<file path="config.mk">
export PLATFORM = sky130hd
export DESIGN_NAME = ascii_to_uint64_parser
export DESIGN_NICKNAME = d
export VERILOG_FILES = /design/src/design/asc2u64_pkg.sv /design/src/design/asc2u64_digit.sv /design/src/design/asc2u64_step.sv /design/src/design/ascii_to_uint64_parser.sv
export SDC_FILE = /design/constraint.sdc
export NUM_CORES = 1
export LEC_CHECK = 0
export ABC_AREA = 1
export BUFFER_PORTS_ARGS = -buffer_cell sky130_fd_sc_hd__buf_2
export CORE_MARGIN = 10
export CORE_UTILIZATION = 42
export DETAILED_ROUTE_END_ITERATION = 6
export PLACE_DENSITY_LB_ADDON = 0.05
export REMOVE_ABC_BUFFERS = 1
export SETUP_SLACK_MARGIN = 0.02
export SLEW_MARGIN = 15
export SYNTH_ARGS = -nofsm -noshare
export SYNTH_HDL_FRONTEND = slang
export SYNTH_SLANG_ARGS = --single-unit
</file>
<file path="constraint.sdc">
create_clock -name aclk -period 6.72 [get_ports aclk]
set_input_delay 1.008 -clock aclk [delete_from_list [all_inputs] [get_ports aclk]]
set_output_delay 1.008 -clock aclk [all_outputs]
set_load 0.03 [all_outputs]
</file>
<file path="src/design/asc2u64_pkg.sv">
// ----------------------------------------------------------------------------
// asc2u64_pkg
// Shared types and codes for the ASCII to unsigned 64-bit numeral parser.
// ----------------------------------------------------------------------------
package asc2u64_pkg;

    typedef struct packed {
        logic [7:0] char_code;
        logic       is_last;
    } in_t;

    typedef struct packed {
        logic [63:0] parsed_value;
        logic [1:0]  parse_status;
        logic [1:0]  radix_used;
    } out_t;

    // Decoded digit handed from the decoder to the accumulator step.
    typedef struct packed {
        logic       valid;
        logic [3:0] value;
    } digit_t;

    // Prefix tracking modes.
    localparam logic [2:0] MODE_START  = 3'd0;
    localparam logic [2:0] MODE_ZERO   = 3'd1;
    localparam logic [2:0] MODE_HEXPRE = 3'd2;
    localparam logic [2:0] MODE_DEC    = 3'd3;
    localparam logic [2:0] MODE_OCT    = 3'd4;
    localparam logic [2:0] MODE_HEX    = 3'd5;

    // Status codes.
    localparam logic [1:0] STATUS_OK       = 2'd0;
    localparam logic [1:0] STATUS_INVALID  = 2'd1;
    localparam logic [1:0] STATUS_OVERFLOW = 2'd2;

    // Radix codes.
    localparam logic [1:0] RADIX_DEC = 2'd0;
    localparam logic [1:0] RADIX_OCT = 2'd1;
    localparam logic [1:0] RADIX_HEX = 2'd2;

    localparam logic [7:0] CHAR_ZERO  = 8'h30;
    localparam logic [7:0] CHAR_LOW_X = 8'h78;
    localparam logic [7:0] LETTER_MASK = 8'h1f;
    localparam logic [3:0] LETTER_BIAS = 4'd9;

endpackage

</file>
<file path="src/design/asc2u64_digit.sv">
// ----------------------------------------------------------------------------
// asc2u64_digit
// Decodes one ASCII character into a digit value for the selected radix.
// ----------------------------------------------------------------------------
module asc2u64_digit (
    input  logic [7:0]           char_code,
    input  logic [1:0]           radix,
    output asc2u64_pkg::digit_t  digit
);

    logic [7:0] letter_bits;

    assign letter_bits = char_code & asc2u64_pkg::LETTER_MASK;

    always_comb begin
        digit = '0;
        if (char_code inside {[8'h30:8'h37]}) begin
            digit.valid = 1'b1;
            digit.value = char_code[3:0];
        end else if (char_code inside {[8'h38:8'h39]}) begin
            digit.valid = (radix != asc2u64_pkg::RADIX_OCT);
            digit.value = char_code[3:0];
        end else if (char_code inside {[8'h61:8'h66], [8'h41:8'h46]}) begin
            // Letters map through their low five bits: 'a' and 'A' both give 10.
            digit.valid = (radix == asc2u64_pkg::RADIX_HEX);
            digit.value = letter_bits[3:0] + asc2u64_pkg::LETTER_BIAS;
        end
    end

endmodule

</file>
<file path="src/design/asc2u64_step.sv">
// ----------------------------------------------------------------------------
// asc2u64_step
// Next-state logic for one character: prefix tracking, digit accumulation
// with exact overflow detection, and the result fields for the last one.
// ----------------------------------------------------------------------------
module asc2u64_step (
    input  logic [2:0]          mode,
    input  logic [63:0]         acc,
    input  logic [1:0]          err,
    input  asc2u64_pkg::in_t    item,
    output logic [2:0]          mode_next,
    output logic [63:0]         acc_next,
    output logic [1:0]          err_next,
    output asc2u64_pkg::out_t   result
);

    logic                 take;
    logic [1:0]           radix;
    logic [1:0]           radix_out;
    asc2u64_pkg::digit_t  digit;
    logic [67:0]          product;
    logic [68:0]          sum;

    asc2u64_digit u_digit (
        .char_code (item.char_code),
        .radix     (radix),
        .digit     (digit)
    );

    always_comb begin
        take      = 1'b1;
        radix     = asc2u64_pkg::RADIX_DEC;
        mode_next = mode;
        case (mode)
            asc2u64_pkg::MODE_START: begin
                if (item.char_code == asc2u64_pkg::CHAR_ZERO) begin
                    mode_next = asc2u64_pkg::MODE_ZERO;
                    take      = 1'b0;
                end else begin
                    mode_next = asc2u64_pkg::MODE_DEC;
                end
            end
            asc2u64_pkg::MODE_ZERO: begin
                radix = asc2u64_pkg::RADIX_OCT;
                if (item.char_code == asc2u64_pkg::CHAR_LOW_X) begin
                    mode_next = asc2u64_pkg::MODE_HEXPRE;
                    take      = 1'b0;
                end else begin
                    mode_next = asc2u64_pkg::MODE_OCT;
                end
            end
            asc2u64_pkg::MODE_HEXPRE, asc2u64_pkg::MODE_HEX: begin
                radix     = asc2u64_pkg::RADIX_HEX;
                mode_next = asc2u64_pkg::MODE_HEX;
            end
            asc2u64_pkg::MODE_OCT: begin
                radix = asc2u64_pkg::RADIX_OCT;
            end
            default: begin
                mode_next = asc2u64_pkg::MODE_DEC;
            end
        endcase
    end

    // Multiply by 8, 10 or 16 as shifts and one add.
    always_comb begin
        case (radix)
            asc2u64_pkg::RADIX_OCT: product = {1'b0, acc, 3'b000};
            asc2u64_pkg::RADIX_HEX: product = {acc, 4'b0000};
            default:                product = {1'b0, acc, 3'b000} + {3'b000, acc, 1'b0};
        endcase
    end

    // Any bit above bit 63 means the exact value no longer fits.
    assign sum = {1'b0, product} + {65'd0, digit.value};

    always_comb begin
        acc_next = acc;
        err_next = err;
        if (take && err == asc2u64_pkg::STATUS_OK) begin
            if (!digit.valid) begin
                err_next = asc2u64_pkg::STATUS_INVALID;
            end else if (sum[68:64] != 5'd0) begin
                err_next = asc2u64_pkg::STATUS_OVERFLOW;
            end else begin
                acc_next = sum[63:0];
            end
        end
    end

    always_comb begin
        case (mode_next)
            asc2u64_pkg::MODE_ZERO, asc2u64_pkg::MODE_OCT:   radix_out = asc2u64_pkg::RADIX_OCT;
            asc2u64_pkg::MODE_HEXPRE, asc2u64_pkg::MODE_HEX: radix_out = asc2u64_pkg::RADIX_HEX;
            default:                                         radix_out = asc2u64_pkg::RADIX_DEC;
        endcase
    end

    always_comb begin
        result.parsed_value = (err_next == asc2u64_pkg::STATUS_OK) ? acc_next : 64'd0;
        result.parse_status = err_next;
        result.radix_used   = radix_out;
    end

endmodule

</file>
<file path="src/design/ascii_to_uint64_parser.sv">
// ----------------------------------------------------------------------------
// ascii_to_uint64_parser
// Streaming parser of an unsigned ASCII numeral (decimal, octal or 0x hex)
// into a 64-bit value with invalid-digit and overflow status.
// ----------------------------------------------------------------------------
// Output: the last character of a string passes from the input register into
// the result register, which drives m_valid, once that register is free.
// Rate: one character per cycle while no last character waits on a held result;
// the accumulator update (shift-add by the radix plus overflow check) is combinational.
// Reset: aresetn low synchronously empties both registers and returns the
// parser to the start of a string with a zero accumulator and no error.
// ----------------------------------------------------------------------------
module ascii_to_uint64_parser (
    input  logic                aclk,
    input  logic                aresetn,
    input  logic                s_valid,
    output logic                s_ready,
    input  asc2u64_pkg::in_t    s_data,
    output logic                m_valid,
    input  logic                m_ready,
    output asc2u64_pkg::out_t   m_data
);

    logic              in_valid_reg, in_valid_next;
    asc2u64_pkg::in_t  in_data_reg;
    logic              out_valid_reg, out_valid_next;
    asc2u64_pkg::out_t out_data_reg;
    logic [2:0]        mode_reg, mode_next;
    logic [63:0]       acc_reg, acc_next;
    logic [1:0]        err_reg, err_next;
    asc2u64_pkg::out_t result;
    logic              out_free;
    logic              advance;
    logic              out_load;

    asc2u64_step u_step (
        .mode      (mode_reg),
        .acc       (acc_reg),
        .err       (err_reg),
        .item      (in_data_reg),
        .mode_next (mode_next),
        .acc_next  (acc_next),
        .err_next  (err_next),
        .result    (result)
    );

    // A character that ends no string can move on even while a result waits.
    assign out_free = !out_valid_reg || m_ready;
    assign advance  = in_valid_reg && (out_free || !in_data_reg.is_last);
    assign out_load = advance && in_data_reg.is_last;
    assign s_ready  = !in_valid_reg || advance;

    assign in_valid_next  = (s_valid && s_ready) ? 1'b1 : (in_valid_reg && !advance);
    assign out_valid_next = out_load || (out_valid_reg && !m_ready);

    always_ff @(posedge aclk) begin
        if (!aresetn) begin
            in_valid_reg  <= 1'b0;
            out_valid_reg <= 1'b0;
            mode_reg      <= asc2u64_pkg::MODE_START;
            acc_reg       <= 64'd0;
            err_reg       <= asc2u64_pkg::STATUS_OK;
        end else begin
            in_valid_reg  <= in_valid_next;
            out_valid_reg <= out_valid_next;
            if (advance) begin
                if (in_data_reg.is_last) begin
                    mode_reg <= asc2u64_pkg::MODE_START;
                    acc_reg  <= 64'd0;
                    err_reg  <= asc2u64_pkg::STATUS_OK;
                end else begin
                    mode_reg <= mode_next;
                    acc_reg  <= acc_next;
                    err_reg  <= err_next;
                end
            end
        end
    end

    always_ff @(posedge aclk) begin
        if (s_valid && s_ready) begin
            in_data_reg <= s_data;
        end
        if (out_load) begin
            out_data_reg <= result;
        end
    end

    assign m_valid = out_valid_reg;
    assign m_data  = out_data_reg;

    // Closing a string leaves the parser at the start with nothing carried over.
    assert property (@(posedge aclk) disable iff (!aresetn)
        out_load |=> (mode_reg == asc2u64_pkg::MODE_START && acc_reg == 64'd0
                      && err_reg == asc2u64_pkg::STATUS_OK))
        else $error("parser state not cleared after end of string");

    // The first error is kept until the string ends.
    assert property (@(posedge aclk) disable iff (!aresetn)
        (err_reg != asc2u64_pkg::STATUS_OK && !out_load) |=> err_reg == $past(err_reg))
        else $error("latched error changed within a string");

    // An erroneous result carries a zero value.
    assert property (@(posedge aclk) disable iff (!aresetn)
        (m_valid && m_data.parse_status != asc2u64_pkg::STATUS_OK)
            |-> m_data.parsed_value == 64'd0)
        else $error("nonzero value reported with error status");

    // A waiting result is never overwritten by a new one.
    assert property (@(posedge aclk) disable iff (!aresetn)
        (out_valid_reg && !m_ready) |-> !out_load)
        else $error("result register loaded while occupied");

endmodule

</file>
# [Word level (Yosys, flattened, before mapping)]
# Cells that the tools add are included.
[word_totals] word_cells=84 ff_bits=148 input_bits=13
[classes] magnitude_cmp=8 muxes=22 eq_ne=13 add_sub_neg=3 reduce_logical=28
[op_table] operator="$mux 64" count=4
[op_table] operator="$pmux 68 s2" count=1
[op_table] operator="$add 68x4->69" count=1
[op_table] operator="$add 67x65->68" count=1
[op_table] operator="$ge 8x6->1 const B" count=2
[op_table] operator="$ge 8x7->1 const B" count=2
[op_table] operator="$le 8x6->1 const B" count=2
[op_table] operator="$le 8x7->1 const B" count=2
[op_table] operator="$mux 5" count=3
[op_table] operator="$eq 3x3->1 const B" count=4
[op_table] operator="$pmux 3 s4" count=1
[op_table] operator="$logic_and 1x1->1" count=10
[op_table] operator="$mux 2" count=5
[op_table] operator="$eq 8x6->1 const B" count=1
[op_table] operator="$eq 8x7->1 const B" count=1
[op_table] operator="$pmux 2 s2" count=2
[op_table] operator="$reduce_or 2->1" count=4
[op_table] operator="$eq 3x1->1 const B" count=2
[op_table] operator="$eq 3x2->1 const B" count=2
[op_table] operator="$mux 3" count=2
[op_table] operator="$logic_not 1->1" count=5
[op_table] operator="$reduce_bool 5->1" count=1
[op_table] operator="$add 4x4->4 const B" count=1
[op_table] operator="$logic_not 2->1" count=2
[op_table] operator="other kinds (8)" count=13

# [Depth between registers and ports, before layout]
[depth] depth_word=13 ltp_mapped=41 depth_no_buf=35

# [Cells and area by module]
# Synthesis repeated with hierarchy kept, for this count alone.
[unflattened] cells_unflattened=2857 area_unflattened_um2=16587.2
[modules_own_cells] mod="asc2u64_step" area_per_inst_um2=11566.1 cells_each=2421 n_inst=1
[modules_own_cells] mod="ascii_to_uint64_parser" area_per_inst_um2=4787.1 cells_each=393 n_inst=1
[modules_own_cells] mod="asc2u64_digit" area_per_inst_um2=234.0 cells_each=43 n_inst=1

# [Worst setup path after synthesis]
# No wires, ideal clock.
[synth_path] kind="register to register" from="register mode_reg[1]" to="register out_data_reg (netlist bit m_data[10]), data pin" required_ns=6.469 stages_incl_launch_ff=39 path_buffers=6 setup_time_ns=0.251 slack_ns=1.312 synth_period_minus_slack_ns=5.408 arrival_ns=5.157 path_cell_list="dfxtp_1 -> nor2_1 -> inv_1 -> nor2_1 -> a21oi_1 -> inv_1 -> ha_1 -> buf_2 -> buf_2 -> buf_2 -> buf_2 -> buf_2 -> nand2_1 -> inv_1 -> ha_1 -> inv_1 -> fa_1 -> or2_1 -> [3 not listed] -> nand2_2 -> nor2_2 -> nand3_1 -> nor2_2 -> nand3_2 -> nor2_4 -> nand3_4 -> nor2_4 -> nand3_2 -> nor2_1 -> nand2_1 -> nand2_2 -> nand3_4 -> nor2_8 -> buf_4 -> nand3_1 -> nand2_1 -> nor2_1"
[synth_between] elab_chain_len=11 elab_cells_between_ends=26 classes_between="add/sub: 1; eq/ne: 7; mux: 12; reduce/logical: 6"
[synth_rtl] item="start, declared" line_no="ascii_to_uint64_parser.sv:28" source="logic [2:0] mode_reg, mode_next;"
[synth_rtl] item="start signal, assigned" line_no="ascii_to_uint64_parser.sv:60" source="mode_reg <= asc2u64_pkg::MODE_START;"
[synth_rtl] item="start signal, assigned" line_no="ascii_to_uint64_parser.sv:68" source="mode_reg <= asc2u64_pkg::MODE_START;"
[synth_rtl] item="start signal, assigned" line_no="ascii_to_uint64_parser.sv:72" source="mode_reg <= mode_next;"
[synth_rtl] item="$eq 3x3->1, or another cell as far along" line_no="asc2u64_step.sv:34" source="case (mode)"
[synth_rtl] item="$reduce_or 2->1 (on tied branches)"
[synth_rtl] item="$pmux 2 s2" line_no="asc2u64_step.sv:34"
[synth_rtl] item="$eq 2x2->1 or $eq 2x1->1 (tied branches)" line_no="asc2u64_digit.sv:25, asc2u64_step.sv:67"
[synth_rtl] item="$pmux 68 s2" line_no="asc2u64_step.sv:67" source="case (radix)"
[synth_rtl] item="$add 68x4->69" line_no="asc2u64_step.sv:75" source="assign sum = {1'b0, product} + {65'd0, digit.value};"
[synth_rtl] item="$reduce_bool 5->1" line_no="asc2u64_step.sv:83" source="end else if (sum[68:64] != 5'd0) begin"
[synth_rtl] item="$mux 2" line_no="asc2u64_step.sv:83"
[synth_rtl] item="$mux 2" line_no="asc2u64_step.sv:81" source="if (!digit.valid) begin"
[synth_rtl] item="$mux 2" line_no="asc2u64_step.sv:80" source="if (take && err == asc2u64_pkg::STATUS_OK) begin"
[synth_rtl] item="$logic_not 2->1" line_no="asc2u64_step.sv:100" source="result.parsed_value = (err_next == asc2u64_pkg::STATUS_OK) ? acc_next : 64'd0;"
[synth_rtl] item="end signal, assigned" line_no="ascii_to_uint64_parser.sv:85" source="out_data_reg <= result;"
[synth_rtl] item="end, declared" line_no="ascii_to_uint64_parser.sv:27" source="asc2u64_pkg::out_t out_data_reg;"
# Several ways; a longest one is shown, not always the timed one.
# A chain may end at the register's enable or synchronous reset.

# [Worst setup path in the final report]
[layout_path] from="register mode_reg[1]" to="register out_data_reg (netlist bit m_data[38]), data pin"
[layout_between] elab_chain_len=11 elab_cells_between_ends=26 classes_between="add/sub: 1; eq/ne: 7; mux: 12; reduce/logical: 6"
[layout_rtl] item="$eq 3x3->1, or another cell as far along" line_no="asc2u64_step.sv:34"
[layout_rtl] item="$reduce_or 2->1 (on tied branches)"
[layout_rtl] item="$pmux 2 s2" line_no="asc2u64_step.sv:34"
[layout_rtl] item="$eq 2x2->1 or $eq 2x1->1 (tied branches)" line_no="asc2u64_digit.sv:25, asc2u64_step.sv:67"
[layout_rtl] item="$pmux 68 s2" line_no="asc2u64_step.sv:67"
[layout_rtl] item="$add 68x4->69" line_no="asc2u64_step.sv:75"
[layout_rtl] item="$reduce_bool 5->1" line_no="asc2u64_step.sv:83"
[layout_rtl] item="$mux 2" line_no="asc2u64_step.sv:83"
[layout_rtl] item="$mux 2" line_no="asc2u64_step.sv:81"
[layout_rtl] item="$mux 2 *" line_no="asc2u64_step.sv:80"
[layout_rtl] item="net err_next[1]" line_no="ascii_to_uint64_parser.sv:30" source="logic [1:0] err_reg, err_next;"
[layout_rtl] item="$logic_not 2->1 *" line_no="asc2u64_step.sv:100"
# The timed path passes the listed nets; every way through them passes the cells marked *.

==> reports/qor.txt <==
CP dominant cell by count: nand2_1
Max FFs per register: 68
Starting Density: 42.6%
CTS-repair resized insts: 0
Warnings from Yosys: 0
Die Wd: 218 um
Seq/Total Area, Yosys: 22.6%
Routed WL: 58100 um
Slew Limit Fails: 0
Cell taking the most area after synthesis: nand2_1
CP Data Required Time: 6.95 ns
Worst-Margin Slew: 0.953 ns
Clock buffer depth: 2
Status: completed
Clock transition at path regs: 0.06 ns
Io pins: 83
Max IR drop VDD: 189 uV
CP bufs+invs: 7
Util after Layout: 46.2%
Period minus WS final: 5.89 ns
Total gr overflow: 0
Largest net degree at the start of global routing: 65
Final hold viol count: 0
Most common cell in the netlist: nand2_1
Root buffer cell: clkbuf_16
Top delay family on crit path: simple AND/OR/NAND/NOR gates
Post-synth top flop: edfxtp_1
Total Routing Usage GR: 24.3%
Worst-Skew Late Latency: 0.51 ns
Number of global-route vias before repair: 16100
Net Sw Power: 907 uW
Max cap viols: 0
Worst Path Arrival: 6.12 ns
Drt via density: 5.13
Nature of the critical path endpoint: flip-flop
Final setup violation count: 0
Internal: 1.71 mW
RSZ-0062 raised after global routing: no
WL per Instance: 17.3 um
Post-Synthesis Cells: 2775
Nets: 2903
Initial antenna violation count: 0
Comb pwr share: 23.7%
Slowest CP cell: fa_1
#FFs+latches synth: 148
H-tree Lvls: 4
Core ar.: 38700 um2
P_leak: 8.58 nW
CTS tree: done
Synthesized area: 16500 um2
# DRC: 0
First-pass GRT wire length: 90700 um
Clk_skew: 0.0269 ns
Pre-antenna DRT Iters: 5
Post-CTS setup buffers: 0
Fin crit share: 87.6%
Synth cell count leaders: 1049 x nand2_1, 491 x inv_1, 234 x nor2_1
Post-synth EDFFs: 77
Worst slew margin: 36.5%
Num CTS Buffers: 17
Fmax: 170 MHz
Area growth syn-to-layout: 8.33%
Flop-to-flop setup slack: 0.83 ns
Syn avg cell area: 5.95 um2
Ranking of synthesized cells by area: nand2_1 24%, edfxtp_1 14%, inv_1 11%, dfxtp_1 8.6%, nand3_1 6.2%
DP Wirelength: 46700 um
Worst min-delay path class: flip-flop to flip-flop
P per Cell Area: 146 nW/um2
DR iter-0 viols: 1253
Post-synth top area share: 23.8%
Clk pwr share: 39.1%
Die area: 47600 um2
Rows: 72
Vias: 17200
Max stage delay on crit path: 0.38 ns
Synth unique cells: 52
RR Startpoint: mode_reg[1]$_SDFFE_PN0P_
Setup TNS: 0 ns
CP max FO: 34
Routed Antenna Nets: 0
Worst Setup Start Kind: flip-flop
Hold Buf Count CTS: 0
Port Buf Inserts: 82
Flop pwr share: 37.3%
Height of the die: 218 um
Critical setup path kind: flip-flop to flip-flop
Gp weighted congestion: 1.01
Diode count: 0
Hold Startpoint: mode_reg[0]$_SDFFE_PN0P_
Synth async-reset ratio: 0%
Sw frac: 34.6%
CP Launch Point: mode_reg[1]$_SDFFE_PN0P_
Share of layout cells above drive strength 1: 10.9%
Clock sinks: 148
[worst min-delay path: stages, from the launching register on]
cell and delay, ns:
dfxtp_1 0.31, nand2_1 0.06, a21oi_1 0.06
[metal layers]
metal / routed length, um / global-route usage (%)
met4: 1100 / 6.46
met2: 26700 / 40.1
met5: 0 / 0
met3: 3150 / 3.94
met1: 27200 / 32.3
[area by class of cell]
cell class              count  area [um2]
inverters                 506        1900
clock inverters            15         178
clock buffers              17         425
repair buffers             97         561
fillers                  4320       20900
multi-input cells        2047       10400
well taps                 518         648
flip-flops and latches    148        3730
[through the flow]
step / instance area, um2 / total power, mW / setup WS [ns] / cells / hold slack [ns]
after detailed placement: 17300 / 1.61 / 0.895 / 3316 / 0.459
final: 17900 / 2.62 / 0.834 / 3348 / 0.467
after floorplan: 16000 / 1.42 / 0.0368 / 2701 / 0.445
after CTS: 17900 / 2.65 / 0.876 / 3348 / 0.469
after global routing: 17900 / 2.73 / 0.295 / 3348 / 0.490
after global placement: 17300 / 1.61 / 0.990 / 3316 / 0.457
[path summary, 6_finish.rpt]
| kind | end | depth (start not counted) |
|---|---|---|
| setup reg to reg | m_data[38]$_SDFFCE_PP0P_ | 35 |
| hold reg to reg | mode_reg[0]$_SDFFE_PN0P_ | 2 |
| hold / removal | mode_reg[0]$_SDFFE_PN0P_ | 2 |
| setup / recovery | m_data[38]$_SDFFCE_PP0P_ | 35 |
[placed cells by master, fill, tap and decap left out, drive strengths merged, types with 4 or more instances in the layout]
cell type | synthesis | routed
o22ai | 8 | 8
a221o | 34 | 34
o21ai | 30 | 30
buf | 45 | 97
nor2 | 259 | 259
nand2 | 1065 | 1065
a21oi | 172 | 172
ha | 71 | 71
nand3 | 260 | 260
clkbuf | 29 | 17
inv | 504 | 508
o221ai | 10 | 10
dfxtp | 71 | 71
nand3b | 5 | 5
o21bai | 4 | 4
xnor2 | 16 | 16
nand4 | 27 | 27
edfxtp | 77 | 77
nor3 | 24 | 24
xor2 | 39 | 39
clkinv | 2 | 8
and2 | 7 | 7
[logic make-up after synthesis]
kind of cell	share of synthesized area [%]
DFF	22.6
buffers and inverters	14.3
and+or+nand+nor	43.6
adders and majority gates	5.62
AOI/OAI and AO/OA	11.0
xor gates and xnor gates	2.92
[power by group through the flow]
stage	clock [mW]	combinational (mW)	sequential, mW
CTS	1.05	0.621	0.976
global route	1.08	0.674	0.978
detailed placement	0	0.619	0.996
floorplan	0	0.393	1.02
global placement	0	0.619	0.996
finish	1.02	0.620	0.976
Power figures use the tool's default switching activity.
